## config.mk

```make
export PLATFORM = sky130hd
export DESIGN_NAME = rau_reduce
export DESIGN_NICKNAME = d
export VERILOG_FILES = /design/src/sv/rau_pkg.sv /design/src/sv/rau_reduce.sv
export SDC_FILE = /design/constraint.sdc
export NUM_CORES = 2
export LEC_CHECK = 0
export BUFFER_PORTS_ARGS = -buffer_cell sky130_fd_sc_hd__buf_2
export CAP_MARGIN = 20
export CORE_AREA = 2 2 265 267
export DETAILED_ROUTE_END_ITERATION = 10
export DIE_AREA = 0 0 267 269
export GPL_TIMING_DRIVEN = 1
export HOLD_SLACK_MARGIN = 0.08
export PLACE_DENSITY_LB_ADDON = 0.3
export SLEW_MARGIN = 25
export SYNTH_ARGS = -nofsm -noshare
export SYNTH_HDL_FRONTEND = slang
export SYNTH_SLANG_ARGS = --single-unit
```

## constraint.sdc

```tcl
create_clock -name clk -period 8.97 [get_ports clk]
set_input_delay 0.897 -clock clk [delete_from_list [all_inputs] [get_ports clk]]
set_output_delay 0.897 -clock clk [all_outputs]
set_load 0.05 [all_outputs]
```

## src/sv/rau_pkg.sv

```systemverilog
// shared widths and operation codes for the rational arithmetic unit
package rau_pkg;

    localparam int IN_W       = 31;
    localparam int RES_W      = 63;
    localparam int OP_W_DEF   = 31;

    localparam logic [1:0] REQ_ADD = 2'd0;
    localparam logic [1:0] REQ_SUB = 2'd1;
    localparam logic [1:0] REQ_MUL = 2'd2;
    localparam logic [1:0] REQ_DIV = 2'd3;

endpackage

```

## src/sv/rau_reduce.sv

```systemverilog
// fraction reduction: binary gcd then two bit-serial exact divisions
module rau_reduce #(
    parameter int MW = 2 * rau_pkg::OP_W_DEF
) (
    input  logic                 clk,
    input  logic                 rst_n,
    input  logic                 go,
    input  logic signed [MW:0]   n_in,
    input  logic signed [MW:0]   d_in,
    output logic                 done,
    output logic signed [MW:0]   n_out,
    output logic signed [MW:0]   d_out
);
    import rau_pkg::*;

    localparam int VW = MW + 1;
    localparam int KW = $clog2(MW + 1);
    localparam int CW = $clog2(MW);

    typedef enum logic [2:0] {
        S_IDLE, S_EVEN, S_UODD, S_LOOP, S_GSH, S_DIVN, S_DIVD
    } state_t;

    state_t              state_reg;
    logic [MW-1:0]       u_reg, v_reg, nmag_reg, dmag_reg, g_reg, x_reg, rem_reg;
    logic [KW-1:0]       k_reg;
    logic [CW-1:0]       cnt_reg;
    logic                nneg_reg, dneg_reg, done_reg;
    logic signed [VW-1:0] n_out_reg, d_out_reg;

    logic [MW-1:0]       n_mag, d_mag;
    logic [MW:0]         trial, diff;
    logic                ge;
    logic [MW-1:0]       rem_next, x_next;
    logic [VW-1:0]       q_pos, q_neg;

    // magnitudes of the incoming pair
    always_comb
    begin
        n_mag = n_in[VW-1] ? MW'(-n_in) : n_in[MW-1:0];
        d_mag = d_in[VW-1] ? MW'(-d_in) : d_in[MW-1:0];
    end

    // one restoring division step; quotient bits shift into x
    always_comb
    begin
        trial    = {rem_reg, x_reg[MW-1]};
        diff     = trial - {1'b0, g_reg};
        ge       = (trial >= {1'b0, g_reg});
        rem_next = ge ? diff[MW-1:0] : trial[MW-1:0];
        x_next   = {x_reg[MW-2:0], ge};
        q_pos    = {1'b0, x_next};
        q_neg    = -q_pos;
    end

    // sequencer and datapath registers
    always_ff @(posedge clk or negedge rst_n)
    begin
        if (!rst_n)
        begin
            state_reg <= S_IDLE;
            done_reg  <= 1'b0;
        end
        else
        begin
            done_reg <= 1'b0;
            unique case (state_reg)
                S_IDLE:
                begin
                    if (go)
                    begin
                        if (n_in == '0)
                        begin
                            n_out_reg <= '0;
                            d_out_reg <= VW'(1);
                            done_reg  <= 1'b1;
                        end
                        else
                        begin
                            nmag_reg  <= n_mag;
                            dmag_reg  <= d_mag;
                            u_reg     <= n_mag;
                            v_reg     <= d_mag;
                            nneg_reg  <= n_in[VW-1];
                            dneg_reg  <= d_in[VW-1];
                            k_reg     <= '0;
                            state_reg <= S_EVEN;
                        end
                    end
                end
                S_EVEN:
                begin
                    if ((u_reg[0] | v_reg[0]) == 1'b0)
                    begin
                        u_reg <= u_reg >> 1;
                        v_reg <= v_reg >> 1;
                        k_reg <= k_reg + KW'(1);
                    end
                    else
                        state_reg <= S_UODD;
                end
                S_UODD:
                begin
                    if (!u_reg[0])
                        u_reg <= u_reg >> 1;
                    else
                        state_reg <= S_LOOP;
                end
                S_LOOP:
                begin
                    if (v_reg == '0)
                        state_reg <= S_GSH;
                    else if (!v_reg[0])
                        v_reg <= v_reg >> 1;
                    else if (u_reg > v_reg)
                    begin
                        u_reg <= v_reg;
                        v_reg <= u_reg - v_reg;
                    end
                    else
                        v_reg <= v_reg - u_reg;
                end
                S_GSH:
                begin
                    g_reg     <= u_reg << k_reg;
                    x_reg     <= nmag_reg;
                    rem_reg   <= '0;
                    cnt_reg   <= '0;
                    state_reg <= S_DIVN;
                end
                S_DIVN:
                begin
                    rem_reg <= rem_next;
                    x_reg   <= x_next;
                    cnt_reg <= cnt_reg + CW'(1);
                    if (cnt_reg == CW'(MW - 1))
                    begin
                        n_out_reg <= nneg_reg ? q_neg : q_pos;
                        x_reg     <= dmag_reg;
                        rem_reg   <= '0;
                        cnt_reg   <= '0;
                        state_reg <= S_DIVD;
                    end
                end
                S_DIVD:
                begin
                    rem_reg <= rem_next;
                    x_reg   <= x_next;
                    cnt_reg <= cnt_reg + CW'(1);
                    if (cnt_reg == CW'(MW - 1))
                    begin
                        d_out_reg <= dneg_reg ? q_neg : q_pos;
                        done_reg  <= 1'b1;
                        state_reg <= S_IDLE;
                    end
                end
                default: state_reg <= S_IDLE;
            endcase
        end
    end

    assign done  = done_reg;
    assign n_out = n_out_reg;
    assign d_out = d_out_reg;

endmodule

```

==> reports/metrics.cfg <==
[routing]
ant_nets = 0
drt-pass1-iter-count = 8
via_count = 39210
first_iter_violations = 6474
drc_errors = 0
drt_wl_total_mm = 152
drt-vias-per-instance = 6.77
wl_per_cell_um = 26.3

[yosys]
syn-num-nets = 5030
synth_top_area_share = 0.407
synth-simple-area-share = 0.161
synth_top_family_by_area = compound AO/OA/AOI/OAI gates
yosysTopAreaCell = edfxtp_1
synth-seq-cells = 578
async_reset_ff_frac = 0.00692
netlist_instances = 4706
synth_ff_type = edfxtp_1
synthMuxAreaShare = 0.0483
yosys_warnings = 0
synthTopCellsByArea = edfxtp_1, ha_1, nand2_1
synth_compound_area_frac = 0.198
netlist_area_mm2 = 0.0424
synth-xor-area-share = 0.0713
synthAdderAreaFrac = 0.0581
synth_edf_count = 574
yosysSeqAreaShare = 0.409
synth_cell_types = 80
syn_avg_cell_area_um2 = 9.01

[critical_path]
worstPathArrival_ns = 7.35
cp_slowest_cell = o21ai_0
path_class = flop to flop
rr_endpoint = n_out[60]
slowest_delay_ns = 0.56
path_cells = ha_1, a21o_1, a21o_1, or3b_2, o21ai_0, a21o_1, a21oi_1, o21ai_0, a21oi_4, inv_2, ha_1, or3b_2, or4_1, nor4b_1, nand4_1, nor2_1, nand2_1, or3_1, or3_1, nand2_1, xor2_1, nor2_1
worstRegToRegCells = 22
cp-end-kind = flop
r2r_start = rem_reg[5]
cp_data_required_time_ns = 9.30
start_kind = flop
cp_max_fo = 11
regToRegSetupSlack_ns = 1.95
path_common_cell = a21o_1

[clock_network]
cts_resized = 0
cts_tree = built
postCtsSetupRepairBufs = 0
clock-sinks = 578
cts-root-buf = clkbuf_16
clk_latency_ns = 0.63
cts_made_buffers = 66
htree_levels = 3
postCtsHoldBufs = 0
cts_buffer_depth = 3
clk_pin_slew_ns = 0.07

[timing]
final.setup.worst_slack_ns = 1.95
setup-tns-final_ns = 0
tightestPinTransition_ns = 1.14
period_share = 0.783
max_clock_freq_ghz = 0.142
slew_headroom = 0.231
rsz0062_at_grt = no
finalHoldViolCount = 0
setup_viol = 0
period_needed_ns = 7.02
finalClockSkew_ns = 0.0269
finalMaxSlewViolations = 0

[power_and_ir_drop]
power_density_mw_per_mm2 = 326
p_comb_frac = 0.527
seqPwrFrac = 0.295
p_sw_uw = 7170
p_int_uw = 7970
clkPwrFrac = 0.178
leakagePower_uw = 0.0183
ir_drop_uv = 222
swShare = 0.474
p_total_uw = 15100

[die]
start_util = 0.612
die_h_um = 269
die_x_um = 267
die_area_mm2 = 0.0718
rows = 97
fp.coreArea_mm2 = 0.0693
io_pins = 256

[global_routing]
grt.met3_usage = 0.0963
grt_util_all_layers = 0.416
grt_pass1_vias = 35239
gr-total-overflow = 0
gr-usage-met1 = 0.601
antenna_found_initial = 28
met2_usage = 0.596
top_usage_layer = met1
grt_max_degree = 84
grt_pass1_wl_mm = 222

[finish]
layout.cells.non_filler = 5794
area_growth_syn_to_layout_pct = 9.54
fin_nets = 5107
drive_gt1_frac = 0.106
layout_common_cells = edfxtp_1, nand2_1, nor2_1, a21oi_1, o21ai_0
final_common_cell = edfxtp_1
n_fill_cell = 5679

[placed_design]
place_ws_ns = 2.09
routabilityCongestion = 1.03
dp.cells = 5655
port_buffers = 255
hpwl_mm = 116

[worst_hold_path]
hp-class = primary input to async pin

[outcome]
status = finished clean

[run]
max-cap-violations = 0

## critical path, delay by kind of cell (launching register included)
family	cells	cell delay, ns
compound gates	7	1.93
xor+xnor	1	0.17
fa+ha+maj	2	0.55
buf+inv	1	0.13
flops	1	0.39
simple gates	11	3.54
## routing by layer
metal | share of wire | vias to the layer above | wire (µm)
met2 | 0.42 | 2833 | 63400
met5 | 0.00036 | - | 55
met3 | 0.14 | 407 | 21700
li1 | - | 17374 | -
met1 | 0.39 | 18586 | 59900
met4 | 0.049 | 10 | 7450
## final cells by class
cell class	instances	area, µm²	share of cell area
diodes	21	52.6	0.00113
clock buffers	78	1720	0.0370
clock inverters	40	394	0.00849
inverters	318	1190	0.0257
multi-input cells	3514	22900	0.493
flip-flops and latches	578	17300	0.373
well taps	940	1180	0.0253
repair buffers	305	1660	0.0357
## worst max-delay path by stage
stage	start	end	slack [ns]	cells past startpoint
after floorplan	rst_n	cnt_reg[0]	1.06	2
after global placement	rem_reg[5]	n_out[62]	2.26	20
after detailed placement	rem_reg[5]	n_out[62]	2.09	20
after CTS	rem_reg[5]	n_out[60]	2.04	22
after global routing	rem_reg[13]	n_out[60]	1.56	22
final	rem_reg[5]	n_out[60]	1.95	22
## synth_stat cells, types with 6 or more instances
master       n
o41ai_1     23
nor3b_1      6
a211oi_1    38
mux4_2      45
mux2i_1     92
o211ai_1    29
o21bai_1    50
o31a_1       9
inv_1      314
or3_1       58
nand4b_1     6
nand2_1    566
nor2_1     494
a2111oi_0   10
a221o_1     10
o21a_1      18
a222oi_1    65
a22oi_1     27
o31ai_1     47
and2_1      23
xnor2_1    182
nand4_1     61
ha_1       192
and3_1      13
clkbuf_1   266
xor2_1     163
nand3_1     66
nor3_1      57
a221oi_1    40
or4_1       32
o22ai_1     53
a21o_1     105
buf_1       28
a21oi_1    373
nor4_1      43
or2_2       15
o221ai_1     7
nor2b_1     18
a31oi_1     40
mux2_2      10
and4_1       8
nand2b_1    22
o21ai_0    319
a21boi_0     8
edfxtp_1   574
## power by group through the flow
stage / Sequential (µW) / Combinational, µW / Clock [µW]
after floorplan: 4140 / 5550 / 0
after global placement: 4430 / 7590 / 0
after detailed placement: 4450 / 7660 / 0
after CTS: 4400 / 7710 / 2690
after global routing: 4470 / 8570 / 2790
final: 4470 / 7980 / 2690
## stage by stage
step | area, µm² | hold slack (ns) | utilization
3_3_place_gp | 44200 | 0.507 | 0.638
2_1_floorplan | 42400 | 0.505 | -
3_5_place_dp | 44300 | 0.515 | 0.639
4_1_cts | 46400 | 0.0899 | 0.669
5_1_grt | 46400 | 0.105 | 0.669
6_report | 46400 | 0.106 | 0.670
## kinds of logic (layout without fill, tap and decap cells)
| group | Yosys count | after routing |
|---|---|---|
| AO/OA/AOI/OAI | 1315 | 1315 |
| XOR/XNOR | 345 | 345 |
| adder cells (fa/ha/maj) | 195 | 195 |
| buffers and inverters | 614 | 741 |
| flip-flops | 578 | 578 |
| multiplexers | 147 | 147 |
| other | 0 | 21 |
| AND/OR/NAND/NOR | 1512 | 1512 |
(Power assumes the default switching activity.)
